**config.mk**
```make
export PLATFORM = sky130hd
export DESIGN_NAME = sliding_window_sender
export DESIGN_NICKNAME = d
export VERILOG_FILES = /design/src/rtl/core/sws_pkg.sv /design/src/rtl/core/sws_cell.sv /design/src/rtl/core/sliding_window_sender.sv
export SDC_FILE = /design/constraint.sdc
export NUM_CORES = 2
export LEC_CHECK = 0
export BUFFER_PORTS_ARGS = -buffer_cell sky130_fd_sc_hd__clkbuf_2
export CORE_MARGIN = 3
export CORE_UTILIZATION = 60
export DETAILED_ROUTE_END_ITERATION = 10
export PLACE_DENSITY = 0.76
export SYNTH_ARGS = -nofsm -noshare
export SYNTH_HDL_FRONTEND = slang
export SYNTH_SLANG_ARGS = --single-unit
```
**constraint.sdc**
```tcl
create_clock -name clk -period 14.85 [get_ports clk]
set_clock_uncertainty 0.2 [all_clocks]
set_input_delay 2.97 -clock clk [delete_from_list [all_inputs] [get_ports clk]]
set_output_delay 2.97 -clock clk [all_outputs]
set_load 0.01 [all_outputs]
```
**src/rtl/core/sws_pkg.sv**
```systemverilog
// Shared types, constants and helpers of the sliding window sender.
// Used by the slot cell, the top level and the port checker.
package sws_pkg;

	localparam int WINDOW_SLOTS = 31;
	localparam int SLOT_W = 5;
	localparam logic [SLOT_W-1:0] LAST_SLOT = SLOT_W'(WINDOW_SLOTS - 1);
	localparam logic [9:0] MAX_CHUNK = 10'd512;
	localparam logic [15:0] TIMEOUT_RST = 16'd1000;
	localparam logic [4:0] INIT_WIN_RST = 5'd1;
	localparam logic [4:0] CREDIT_MAX = 5'd31;

	typedef enum logic [1:0] {
		OP_TICK = 2'd0,
		OP_ACK  = 2'd1,
		OP_SEND = 2'd2,
		OP_NONE = 2'd3
	} op_t;

	typedef enum logic [2:0] {
		ACT_STATUS = 3'd0,
		ACT_SEND   = 3'd1,
		ACT_RESEND = 3'd2,
		ACT_REFUSE = 3'd3,
		ACT_ACK    = 3'd4
	} action_t;

	typedef enum logic [1:0] {
		ST_IDLE,
		ST_SCAN,
		ST_RESULT,
		ST_STATUS
	} state_t;

	typedef enum logic {
		CFG_TIMEOUT = 1'b0,
		CFG_INIT_WIN = 1'b1
	} cfg_idx_t;

	// Broadcast from the controller to every cell of the chain.
	typedef struct packed {
		op_t         op;
		logic [7:0]  ack_seq;
		logic [4:0]  wmax;
		logic [15:0] timeout;
		logic        step;
		logic        alloc;
		logic        kill;
		logic [7:0]  new_seq;
		logic [9:0]  new_len;
	} cell_cmd_t;

	// Response of the cell that holds the scan token; zero from all others.
	typedef struct packed {
		logic       hit;
		logic       free;
		logic [7:0] seq;
		logic [9:0] len;
	} cell_resp_t;

	function automatic logic [4:0] clamp_window(input logic [4:0] w);
		return (w > 5'(WINDOW_SLOTS)) ? 5'(WINDOW_SLOTS) : w;
	endfunction

endpackage

```
**src/rtl/core/sws_cell.sv**
```systemverilog
// One slot of the outstanding packet table, a link of the scan chain.
// Depends on sws_pkg for the command and response structs.
module sws_cell import sws_pkg::*; (
	input  logic       clk,
	input  logic       arst_n,
	input  cell_cmd_t  cmd,
	input  logic       tok_in,
	output logic       tok_out,
	output cell_resp_t resp
);

	logic        valid_q;
	logic        tok_q;
	logic [7:0]  seq_q;
	logic [9:0]  len_q;
	logic [15:0] age_q;
	logic [15:0] age_inc;
	logic [7:0]  seq_dist;
	logic        timed;
	logic        acked;
	logic        act;

	always_comb begin
		age_inc = (age_q == 16'hFFFF) ? age_q : age_q + 16'd1;
		seq_dist = cmd.ack_seq - seq_q;
		timed = age_inc > cmd.timeout;
		acked = (seq_dist != 8'd0) && ({3'b000, cmd.wmax} >= seq_dist);
		act = tok_q && valid_q;
		resp.hit = act && (((cmd.op == OP_TICK) && timed) || ((cmd.op == OP_ACK) && acked));
		resp.free = tok_q && !valid_q;
		resp.seq = tok_q ? seq_q : 8'd0;
		resp.len = tok_q ? len_q : 10'd0;
		tok_out = tok_q;
	end

	always_ff @(posedge clk or negedge arst_n) begin
		if (!arst_n) begin
			valid_q <= 1'b0;
			tok_q <= 1'b0;
		end else begin
			if (cmd.alloc && tok_q)
				valid_q <= 1'b1;
			else if (cmd.step && act && (cmd.op == OP_ACK) && acked)
				valid_q <= 1'b0;
			// pass the token down the chain
			if (cmd.kill)
				tok_q <= 1'b0;
			else if (cmd.step)
				tok_q <= tok_in;
		end
	end

	always_ff @(posedge clk) begin
		if (cmd.alloc && tok_q) begin
			seq_q <= cmd.new_seq;
			len_q <= cmd.new_len;
			age_q <= 16'd0;
		end else if (cmd.step && act && (cmd.op == OP_TICK)) begin
			age_q <= timed ? 16'd0 : age_inc;
		end
	end

endmodule

```
**src/rtl/core/sliding_window_sender.sv**
```systemverilog
// Sender window controller: a chain of slot cells and the scan sequencer.
// Depends on sws_pkg and sws_cell.
//
// Each item is accepted, then scanned where its op needs it, then its closing
// results leave. A scan token walks the chain of 31 slot cells one cell per
// cycle while no resend waits for the output register, for ticks (ageing,
// resends), acknowledgements (freeing) and send requests (lowest free slot
// below the window maximum, stopping early when found). A send refused at once
// skips the scan, and an unused op goes straight to its status result. Resends
// leave through the output register during the scan; a tick's scan holds while
// a resend waits for the output register, and each closing result waits until
// the output register can take it. Configuration registers are always ready.
module sliding_window_sender import sws_pkg::*; (
	input  logic        clk,
	input  logic        arst_n,
	input  logic        in_valid,
	output logic        in_stall,
	input  logic [1:0]  op,
	input  logic [7:0]  ack_seq,
	input  logic [4:0]  ack_window,
	input  logic [9:0]  chunk_length,
	input  logic        chunk_is_final,
	output logic        out_valid,
	input  logic        out_stall,
	output logic [2:0]  action,
	output logic [4:0]  slot_index,
	output logic [7:0]  seq_out,
	output logic [9:0]  length_out,
	output logic [4:0]  window_out,
	output logic [4:0]  credit_now,
	output logic        finished,
	output logic        last_result,
	input  logic        cfg_valid,
	output logic        cfg_ready,
	input  logic        cfg_index,
	input  logic [15:0] cfg_data
);

	state_t      state_q, state_d;
	logic [SLOT_W-1:0] idx_q;
	op_t         op_q;
	logic [7:0]  ack_seq_q;
	logic [9:0]  len_q;
	logic        final_q;
	logic [15:0] timeout_q;
	logic [4:0]  credit_q;
	logic [4:0]  wmax_q;
	logic        adj_q;
	logic [7:0]  next_seq_q;
	logic        end_seen_q;
	logic        found_q;
	logic [SLOT_W-1:0] pend_slot_q;
	logic [7:0]  pend_seq_q;
	logic [4:0]  pend_win_q;

	logic        out_valid_q;
	logic [2:0]  action_q;
	logic [4:0]  slot_q;
	logic [7:0]  seq_q;
	logic [9:0]  length_q;
	logic [4:0]  window_q;
	logic [4:0]  credit_out_q;
	logic        finished_q;
	logic        last_q;

	cell_cmd_t   cmd;
	cell_resp_t  resp;
	cell_resp_t  cell_resp [WINDOW_SLOTS];
	logic [WINDOW_SLOTS:0] tok;

	logic        accept;
	logic        can_load;
	logic        load;
	logic [2:0]  ld_action;
	logic [4:0]  ld_slot;
	logic [7:0]  ld_seq;
	logic [9:0]  ld_len;
	logic [4:0]  ld_win;
	logic        ld_last;
	logic        step;
	logic        alloc;
	logic        kill;
	logic        head_tok;
	logic        scan_end_refuse;
	logic        early_refuse;
	logic [6:0]  adj_sum;
	logic [6:0]  adj_c;
	logic [9:0]  sat_len;

	assign in_stall = (state_q != ST_IDLE);
	assign accept = in_valid && !in_stall;
	assign can_load = !out_valid_q || !out_stall;
	assign cfg_ready = 1'b1;
	assign sat_len = (chunk_length > MAX_CHUNK) ? MAX_CHUNK : chunk_length;

	always_comb begin
		cmd.op = op_q;
		cmd.ack_seq = ack_seq_q;
		cmd.wmax = wmax_q;
		cmd.timeout = timeout_q;
		cmd.step = step;
		cmd.alloc = alloc;
		cmd.kill = kill;
		cmd.new_seq = next_seq_q;
		cmd.new_len = len_q;
	end

	assign tok[0] = head_tok;

	for (genvar g = 0; g < WINDOW_SLOTS; g++) begin : g_cell
		sws_cell u_cell (
			.clk     (clk),
			.arst_n  (arst_n),
			.cmd     (cmd),
			.tok_in  (tok[g]),
			.tok_out (tok[g+1]),
			.resp    (cell_resp[g])
		);
	end

	// only the token holder answers, so an OR picks its response
	always_comb begin
		resp = '0;
		for (int i = 0; i < WINDOW_SLOTS; i++)
			resp = resp | cell_resp[i];
	end

	always_comb begin
		adj_sum = {2'b00, credit_q} + {2'b00, ack_window};
		if (adj_sum < {2'b00, wmax_q})
			adj_c = 7'd0;
		else
			adj_c = adj_sum - {2'b00, wmax_q};
		if (adj_c > {2'b00, CREDIT_MAX})
			adj_c = {2'b00, CREDIT_MAX};
	end

	always_comb begin
		state_d = state_q;
		step = 1'b0;
		alloc = 1'b0;
		kill = 1'b0;
		head_tok = 1'b0;
		load = 1'b0;
		ld_action = ACT_STATUS;
		ld_slot = 5'd0;
		ld_seq = 8'd0;
		ld_len = 10'd0;
		ld_win = 5'd0;
		ld_last = 1'b0;
		scan_end_refuse = 1'b0;
		early_refuse = 1'b0;
		case (state_q)
			ST_IDLE: begin
				if (accept) begin
					step = 1'b1;
					case (op_t'(op))
						OP_TICK, OP_ACK: begin
							head_tok = 1'b1;
							state_d = ST_SCAN;
						end
						OP_SEND: begin
							if (credit_q == 5'd0 || end_seen_q || wmax_q == 5'd0) begin
								early_refuse = 1'b1;
								state_d = ST_RESULT;
							end else begin
								head_tok = 1'b1;
								state_d = ST_SCAN;
							end
						end
						default: state_d = ST_STATUS;
					endcase
				end
			end
			ST_SCAN: begin
				case (op_q)
					OP_TICK: begin
						// hold the scan while a resend waits for the output register
						if (!resp.hit || can_load)
							step = 1'b1;
						if (resp.hit && can_load) begin
							load = 1'b1;
							ld_action = ACT_RESEND;
							ld_slot = idx_q;
							ld_seq = resp.seq;
							ld_len = resp.len;
						end
						if (step && idx_q == LAST_SLOT)
							state_d = ST_STATUS;
					end
					OP_ACK: begin
						step = 1'b1;
						if (idx_q == LAST_SLOT)
							state_d = ST_RESULT;
					end
					default: begin
						if (resp.free && ({1'b0, idx_q} < {1'b0, wmax_q})) begin
							alloc = 1'b1;
							kill = 1'b1;
							state_d = ST_RESULT;
						end else if (idx_q == LAST_SLOT ||
								({1'b0, idx_q} + 6'd1 >= {1'b0, wmax_q})) begin
							kill = 1'b1;
							scan_end_refuse = 1'b1;
							state_d = ST_RESULT;
						end else begin
							step = 1'b1;
						end
					end
				endcase
			end
			ST_RESULT: begin
				if (can_load) begin
					load = 1'b1;
					if (op_q == OP_ACK) begin
						ld_action = ACT_ACK;
						ld_seq = ack_seq_q;
						ld_win = wmax_q;
					end else if (found_q) begin
						ld_action = ACT_SEND;
						ld_slot = pend_slot_q;
						ld_seq = pend_seq_q;
						ld_len = len_q;
						ld_win = pend_win_q;
					end else begin
						ld_action = ACT_REFUSE;
					end
					state_d = ST_STATUS;
				end
			end
			ST_STATUS: begin
				if (can_load) begin
					load = 1'b1;
					ld_last = 1'b1;
					state_d = ST_IDLE;
				end
			end
			default: state_d = ST_IDLE;
		endcase
	end

	always_ff @(posedge clk or negedge arst_n) begin
		if (!arst_n)
			state_q <= ST_IDLE;
		else
			state_q <= state_d;
	end

	always_ff @(posedge clk or negedge arst_n) begin
		if (!arst_n) begin
			timeout_q <= TIMEOUT_RST;
			credit_q <= clamp_window(INIT_WIN_RST);
			wmax_q <= clamp_window(INIT_WIN_RST);
			adj_q <= 1'b0;
			next_seq_q <= 8'd0;
			end_seen_q <= 1'b0;
			idx_q <= '0;
			found_q <= 1'b0;
			out_valid_q <= 1'b0;
		end else begin
			if (cfg_valid && cfg_ready) begin
				case (cfg_idx_t'(cfg_index))
					CFG_TIMEOUT: timeout_q <= cfg_data;
					CFG_INIT_WIN: begin
						credit_q <= clamp_window(cfg_data[4:0]);
						wmax_q <= clamp_window(cfg_data[4:0]);
					end
					default: ;
				endcase
			end
			if (accept) begin
				idx_q <= '0;
				if (op_t'(op) == OP_ACK && ack_window != wmax_q && !adj_q) begin
					credit_q <= clamp_window(adj_c[4:0]);
					wmax_q <= clamp_window(ack_window);
					adj_q <= 1'b1;
				end
			end else if (state_q == ST_SCAN && step) begin
				idx_q <= idx_q + SLOT_W'(1);
			end
			if (state_q == ST_SCAN && op_q == OP_ACK && resp.hit && credit_q != CREDIT_MAX)
				credit_q <= credit_q + 5'd1;
			if (early_refuse || scan_end_refuse)
				found_q <= 1'b0;
			if (alloc) begin
				found_q <= 1'b1;
				credit_q <= credit_q - 5'd1;
				next_seq_q <= next_seq_q + 8'd1;
				if (final_q)
					end_seen_q <= 1'b1;
			end
			if (load)
				out_valid_q <= 1'b1;
			else if (!out_stall)
				out_valid_q <= 1'b0;
		end
	end

	always_ff @(posedge clk) begin
		if (accept) begin
			op_q <= op_t'(op);
			ack_seq_q <= ack_seq;
			len_q <= sat_len;
			final_q <= chunk_is_final;
		end
		if (alloc) begin
			pend_slot_q <= idx_q;
			pend_seq_q <= next_seq_q;
			pend_win_q <= credit_q;
		end
		if (load) begin
			action_q <= ld_action;
			slot_q <= ld_slot;
			seq_q <= ld_seq;
			length_q <= ld_len;
			window_q <= ld_win;
			credit_out_q <= credit_q;
			finished_q <= end_seen_q && (credit_q == wmax_q);
			last_q <= ld_last;
		end
	end

	assign out_valid = out_valid_q;
	assign action = action_q;
	assign slot_index = slot_q;
	assign seq_out = seq_q;
	assign length_out = length_q;
	assign window_out = window_q;
	assign credit_now = credit_out_q;
	assign finished = finished_q;
	assign last_result = last_q;

endmodule

```
# Word level (Yosys, flattened, before mapping)
# Index checks and enable logic that the tools add are counted.
# totals
reg_bits,1238
out_inout_bits,41
wordCells,1238
# classes
n_addsub,69
n_lt_le_gt_ge,70
n_eq_ne,48
n_mux,336
bitwise,31
reduce_logical,504
# ops
operator,n
$mux 16,62
$or 20x20->20,30
$add 16x1->16 const B,31
$eq 16x16->1 const B,31
$gt 16x16->1,31
$mux 10,36
$logic_and 1x1->1,352
$mux 8,36
$ge 5x8->1,31
$reduce_bool 8->1,31
$sub 8x8->8,31
$mux 1,154
$mux 5,23
$reduce_bool 2->1,35
$logic_or 1x1->1,37
$logic_not 1->1,36
$mux 2,11
$pmux 10 s2,1
$pmux 8 s2,1
$gt 5x5->1 const B,3
$add 5x1->5 const B,2
$gt 10x10->1 const B,1
$logic_not 5->1,2
$pmux 5 s2,1
30 further kinds,49

# Depth between registers and ports, before layout
# depth
depth_word,48
ltp_mapped,27
mapped_depth_nobuf,21

# Hierarchy
# From an unflattened synthesis, not the netlist that was laid out.
# hier_totals
hier_cells,10235
area_unflattened_um2,90489.3
# modules_own_cells
mod,n_inst,cells_each,area_per_inst_um2,seq_area_each_um2
sws_cell at g_cell[0].u_cell ...,24,309,2687.6,910.9
sws_cell at g_cell[18].u_cell ...,4,305,2677.6,910.9
sliding_window_sender,1,714,7317.0,3448.3
sws_cell at g_cell[9].u_cell,1,298,2721.4,910.9
sws_cell at g_cell[8].u_cell,1,296,2656.3,910.9
sws_cell at g_cell[17].u_cell,1,291,2582.5,910.9

# Least setup slack after synthesis
# Ideal clock, no wire load.
# synth_path
kind,register -> register
from,register ack_seq_q[1]
to,"register action_q[0], in the netlist action[0], enable pin"
setup_ns,0.481
t_arrival_ns,7.489
required_time_ns,14.169
slack_ns,6.680
stages_incl_launch_ff,18
path_buffers,0
synth_period_minus_slack_ns,8.170
cell_sequence,edfxtp_1 ha_1 nor2b_1 o21a_1 o21a_1 or2_2 ha_1 o21a_1 o21ai_0 a21oi_1 o211ai_1 nor4b_1 a2111oi_0 nand4_1 nor4_1 nand2_1 a21oi_1 nor3_1
# synth_between
elab_chain_len,40
elab_cells_between_ends,251
# synth_lines
item,line,source
from (decl),sliding_window_sender.sv:42,logic [7:0] ack_seq_q;
from (signal assigned),sliding_window_sender.sv:302,ack_seq_q <= ack_seq;
$sub 8x8->8,sws_cell.sv:25,seq_dist = cmd.ack_seq - seq_q;
$ge 5x8->1 / $reduce_bool 8->1 (equally long branches),sws_cell.sv:27,"acked = (seq_dist != 8'd0) && ({3'b000, cmd.wmax} >= seq_dist);"
$logic_and 1x1->1,sws_cell.sv:27,
$logic_and 1x1->1,sws_cell.sv:29,resp.hit = act && (((cmd.op == OP_TICK) && timed) || ((cmd.op == OP_ACK) && acked));
$logic_or 1x1->1,sws_cell.sv:29,
$logic_and 1x1->1,sws_cell.sv:29,
$or 20x20->20 (29 in series),sliding_window_sender.sv:125,resp = resp | cell_resp[i];
$or 20x20->20 (*),sliding_window_sender.sv:125,
$logic_and 1x1->1 (*),sliding_window_sender.sv:181,if (resp.hit && can_load) begin
$mux 1 (*),sliding_window_sender.sv:181,
$mux 1 (*),sliding_window_sender.sv:176,case (op_q)
$pmux 1 s2 (*),sliding_window_sender.sv:153,case (state_q)
via load,sliding_window_sender.sv:73,logic load;
to (signal assigned),sliding_window_sender.sv:312,action_q <= ld_action;
to (decl),sliding_window_sender.sv:57,logic [2:0] action_q;
# The timed path passes the listed nets; every way through them passes the cells marked *.
# A chain may end at the register's enable or synchronous reset.

# Worst setup path in the final report
# layout_path
from,register g_cell[25].u_cell.age_q[3]
to,register g_cell[9].u_cell.age_q[0]
# layout_between
elab_chain_len,21
elab_cells_between_ends,22
# layout_lines
item,line,source
from (decl),sws_cell.sv:16,logic [15:0] age_q;
from (signal assigned),sws_cell.sv:59,age_q <= timed ? 16'd0 : age_inc;
$add 16x1->16 / $eq 16x16->1 (equally long branches),sws_cell.sv:24,age_inc = (age_q == 16'hFFFF) ? age_q : age_q + 16'd1;
$mux 16 (*),sws_cell.sv:24,
$gt 16x16->1 (*),sws_cell.sv:26,timed = age_inc > cmd.timeout;
$logic_and 1x1->1 (*),sws_cell.sv:29,
$logic_or 1x1->1 (*),sws_cell.sv:29,
$logic_and 1x1->1 (*),sws_cell.sv:29,
$or 20x20->20 (*) (6 in series),sliding_window_sender.sv:125,
$logic_not 1->1 (*),sliding_window_sender.sv:179,if (!resp.hit || can_load)
$logic_or 1x1->1 (*),sliding_window_sender.sv:179,
$mux 1 (*),sliding_window_sender.sv:179,
$mux 1 (*),sliding_window_sender.sv:176,
$mux 1 (*),sliding_window_sender.sv:153,
$pmux 1 s2 (*),sliding_window_sender.sv:176,
$pmux 1 s2 (*),sliding_window_sender.sv:153,
$logic_and 1x1->1 (*) (2 in series),sws_cell.sv:58,end else if (cmd.step && act && (cmd.op == OP_TICK)) begin
to (signal assigned),sws_cell.sv:59,
to (decl),sws_cell.sv:16,
# Mark *: on every way between the ends. The rest lies on a longest branch, timed or not. The select of a mux whose other input is x is not followed.

==> run summary <==
## Outcome
- complete, but fails checks — result of the run
- max-capacitance violations, max-slew violations — violations in the final reports

## Synth
- 17.8% — post-synthesis simple-gate area fraction
- 4.83% — XOR/XNOR Fraction of Synth Area
- sky130_fd_sc_hd__edfxtp_1 — prevailing post-synth register cell
- 22.4% — top cell type's share of synthesized area
- compound AO/OA/AOI/OAI gates — dominant combinational cell family by area after synthesis
- 9.26 um2 — post-synthesis area per instance
- 14.4% — area share of fa/ha/maj cells after synthesis
- 9195 — cell count after synthesis
- 19.8% — compound-cell area share of the yosys netlist
- 1238 — total of flip-flops plus latches after synthesis
- 8.64% — proportion of register bits with asynchronous set or reset after synthesis
- sky130_fd_sc_hd__edfxtp_1 — leading area contributor after synthesis
- 100 — synth unique cells
- 10206 — total nets after synthesis
- sky130_fd_sc_hd__edfxtp_1 22%, sky130_fd_sc_hd__ha_1 14%, sky130_fd_sc_hd__dfxtp_1 12% — main area contributors after synthesis
- 1.48% — multiplexer share of the synthesized area
- 85100 um2 — Post-Synthesis Cell Area
- 0 — warnings from Yosys
- 37.2% — Seq/Total Area, Yosys
- 635 — number of enable-type register cells in the synthesized netlist

## Final layout
- 6.60% — ratio of cells with drive above 1 in the final layout
- 8.69% — P&R area growth vs syn
- 11220 — Fillers
- 49700 um2 — Multi-input gate area
- 10167 — count of nets after finishing
- 31700 um2 — combined flip-flop and latch cell area

## Clock tree
- done — TritonCTS clock tree
- 0.06 ns — clock edge transition at the registers on the reported setup and hold paths
- 3 — maximum clock path buffer count
- sky130_fd_sc_hd__clkbuf_16 — clock root buffer master
- 0 — post-cts hold buffer count
- 0.84 ns — Clk Latency, worst-skew pair
- 0 — CTS-repair resized insts
- 141 — total CTS buffers
- 0 — post-CTS setup buffer count
- 4 — Max H-tree Level
- 1238 — CTS sink count

## Detailed routing
- 27.2 um — routed len/inst
- 0 — antenna viol nets, final
- 6.96 — via density per instance
- 0 — Post-route DRC
- 77604 — vias post-DR
- 10050 — Iteration-0 DRC Markers
- 304000 um — total wirelength of the detailed-routed design
- 11 — first drt pass iteration count

## Pwr
- 0.000346 V — largest voltage drop on the vdd net
- 154 nW/um2 — power density relative to cell area
- 0.0143 W — total power consumption of the routed design
- 36.7 nW — leakage power

## Critical path
- 0.62 ns — CP peak stage delay
- nand3_1 > nor2_1 > nand4_1 > nor2_1 > nand4_1 > or3_1 > nor2b_1 > a2bb2oi_1 > ha_1 > a21o_1 > a221o_1 > a221oi_2 > a21oi_2 > a221o_1 > a311oi_2 > nand4_1 > or4_4 > o21ai_4 > buf_4 > buf_12 > nand3_1 > o32ai_1 — cells along the critical path
- 6.34 ns — setup slack of the most critical reg-to-reg path
- g_cell[25].u_cell.age_q[3] — critical path startpoint
- 9.02 ns — data arrival time of the critical path
- sky130_fd_sc_hd__nand4_1 — most frequent CP cell
- 22 — Reg2Reg Depth
- 15.36 ns — Req. time, crit path
- g_cell[25].u_cell.age_q[3] — Critical R2R Launch
- g_cell[9].u_cell.age_q[0] — Critical path destination
- flop — critical path startpoint category
- flop to flop — critical path class
- g_cell[9].u_cell.age_q[0] — capturing point of the worst reg2reg path
- flop — Critical Path End Type
- sky130_fd_sc_hd__or4_4 — Slowest-stage cell, CP
- 175 — largest fanout on the critical path

## Timing
- 0 — final-report hold violation count
- 57.3% — fraction of the cycle the final worst path needs
- 117 MHz — highest attainable clock frequency
- 0 — number of failing setup endpoints in the final timing report
- 0 ns — Total Negative Setup Slacks
- 8.51 ns — time the final worst path needs with I/O delays and setup
- 1.52 ns — Worst-Margin Slew
- false — unrepaired setup endpoints after global routing
- -2.14% — Max transition margin
- 2 — number of max-slew violations in the final report

## Die
- 146000 um2 — die outline area
- 137 — row count
- 383 um — overall die width
- 60.7% — initial cell density of the core
- 140000 um2 — core area
- 89 — count of boundary I/O pins
- 383 um — height of the die

## Global routing
- 40.3% — global-route total usage across every layer
- 0 — Congestion Overflow GR
- 8 — initial antenna violation count
- 60.5% — met2 Track Usage GR
- 73354 — via count of the first global-routing pass
- 10.3% — global routing met3 resource utilization
- 50.6% — met1 track utilization from global routing
- met2 — most utilized layer in the global route result
- 451000 um — first-pass GRT wire length
- 208 — largest net degree at the start of global routing

## Hold path
- flop to flop — type of the most critical hold path
- 1 — worst hold path depth

## Placed design
- 87 — Port Buffers
- 1.03 — global placer's final weighted congestion
- 201000 um — placed wire-length estimate

## Run
- 1 — total of max-cap violations

-- layout make-up --
type                            count  area share [%]
Clock buffer                      179            4.08
Sequential cell                  1238            34.3
Timing Repair Buffer              251            1.85
Antenna cell                        5          0.0135
Inverter                          533            2.16
Multi-Input combinational cell   6991            53.8
Clock inverter                     83            1.32
Tap cell                         1876            2.54
-- worst min path at each step --
stage                       start          to
after CTS                 final_q  end_seen_q
after global placement    final_q  end_seen_q
after floorplan           final_q  end_seen_q
after detailed placement  final_q  end_seen_q
after global routing      final_q  end_seen_q
final                     final_q  end_seen_q
-- kinds of logic (layout without fill, tap and decap cells) --
family,after synthesis,after routing
adders and majority gates,963,963
AOI/OAI and AO/OA,2624,2624
buffers and inverters,966,1046
and+or+nand+nor,2814,2814
DFF,1238,1238
muxes,120,120
xor gates and xnor gates,469,469
other,1,6
-- synthesized netlist by cell type (all sizes together) (35+ instances only) --
cell	instances
a211o	36
a211oi	68
a21boi	40
a21o	89
a21oi	799
a221oi	89
a22o	56
a22oi	115
a31oi	94
a41oi	36
and2	50
and3	150
and4	50
buf	74
clkbuf	359
dfrtp	99
dfxtp	496
edfxtp	635
ha	930
inv	527
mux2	50
mux2i	70
nand2	614
nand2b	118
nand3	354
nand4	328
nand4b	98
nor2	470
nor2b	110
nor3	192
nor4	41
o211ai	94
o21a	99
o21ai	625
o22ai	43
o311ai	42
o31ai	35
o41ai	42
or3	46
or4b	112
xnor2	312
xor2	157
-- metal layers --
layer	vias up	routed length, um
li1	34778	-
met1	36931	111000
met2	4656	128000
met5	-	37
met3	1233	37900
met4	6	26400
-- stage by stage --
stage	instances	hold slack (ns)	setup WS [ns]	instance area, um2	utilization (%)
after floorplan	9195	0.226	6.68	85100	-
after global placement	10889	0.251	6.81	87500	62.4
after detailed placement	10889	0.255	6.66	87500	62.4
after CTS	11151	0.271	6.65	92500	66.0
after global routing	11151	0.277	6.05	92500	66.0
final	11156	0.279	6.34	92500	66.0
-- flip-flops by register name, summed over array words and instances, names as in the netlist, 10 cells and up --
register	count
g_cell.u_cell.valid_q	31
len_q	10
g_cell.u_cell.age_q	496
g_cell.u_cell.seq_q	248
timeout_q	16
g_cell.u_cell.tok_out	31
length_out	10
g_cell.u_cell.len_q	310
-- worst max-delay path, delay by kind of cell (launching register included) --
kind	cells	cell delay, ns
and+or+nand+nor	10	3.24
adders and majority gates	1	0.28
DFF	1	0.42
AOI/OAI and AO/OA	9	2.78
buffers and inverters	2	1.11
-- where the power goes --
group / internal (W) / switching [W] / total [W]
logic: 0.00191 / 0.00401 / 0.00592
clock network: 0.00214 / 0.00160 / 0.00374
registers: 0.00407 / 0.000536 / 0.00461
total: 0.00812 / 0.00615 / 0.0143
-- cell usage in the layout, fill, tap and decap left out, types with 108 or more instances in the layout --
| master | count |
|---|---|
| sky130_fd_sc_hd__nand4_1 | 328 |
| sky130_fd_sc_hd__nor3_1 | 187 |
| sky130_fd_sc_hd__clkbuf_16 | 142 |
| sky130_fd_sc_hd__xnor2_1 | 312 |
| sky130_fd_sc_hd__nor2_1 | 468 |
| sky130_fd_sc_hd__a21oi_1 | 797 |
| sky130_fd_sc_hd__nor2b_1 | 108 |
| sky130_fd_sc_hd__xor2_1 | 157 |
| sky130_fd_sc_hd__buf_4 | 162 |
| sky130_fd_sc_hd__inv_1 | 507 |
| sky130_fd_sc_hd__edfxtp_1 | 635 |
| sky130_fd_sc_hd__nand2_1 | 614 |
| sky130_fd_sc_hd__and3_1 | 150 |
| sky130_fd_sc_hd__ha_1 | 930 |
| sky130_fd_sc_hd__o21ai_0 | 621 |
| sky130_fd_sc_hd__or4b_1 | 111 |
| sky130_fd_sc_hd__a22oi_1 | 115 |
| sky130_fd_sc_hd__nand2b_1 | 118 |
| sky130_fd_sc_hd__dfxtp_1 | 496 |
| sky130_fd_sc_hd__nand3_1 | 354 |
No activity file was read; power rests on OpenSTA's default activity.
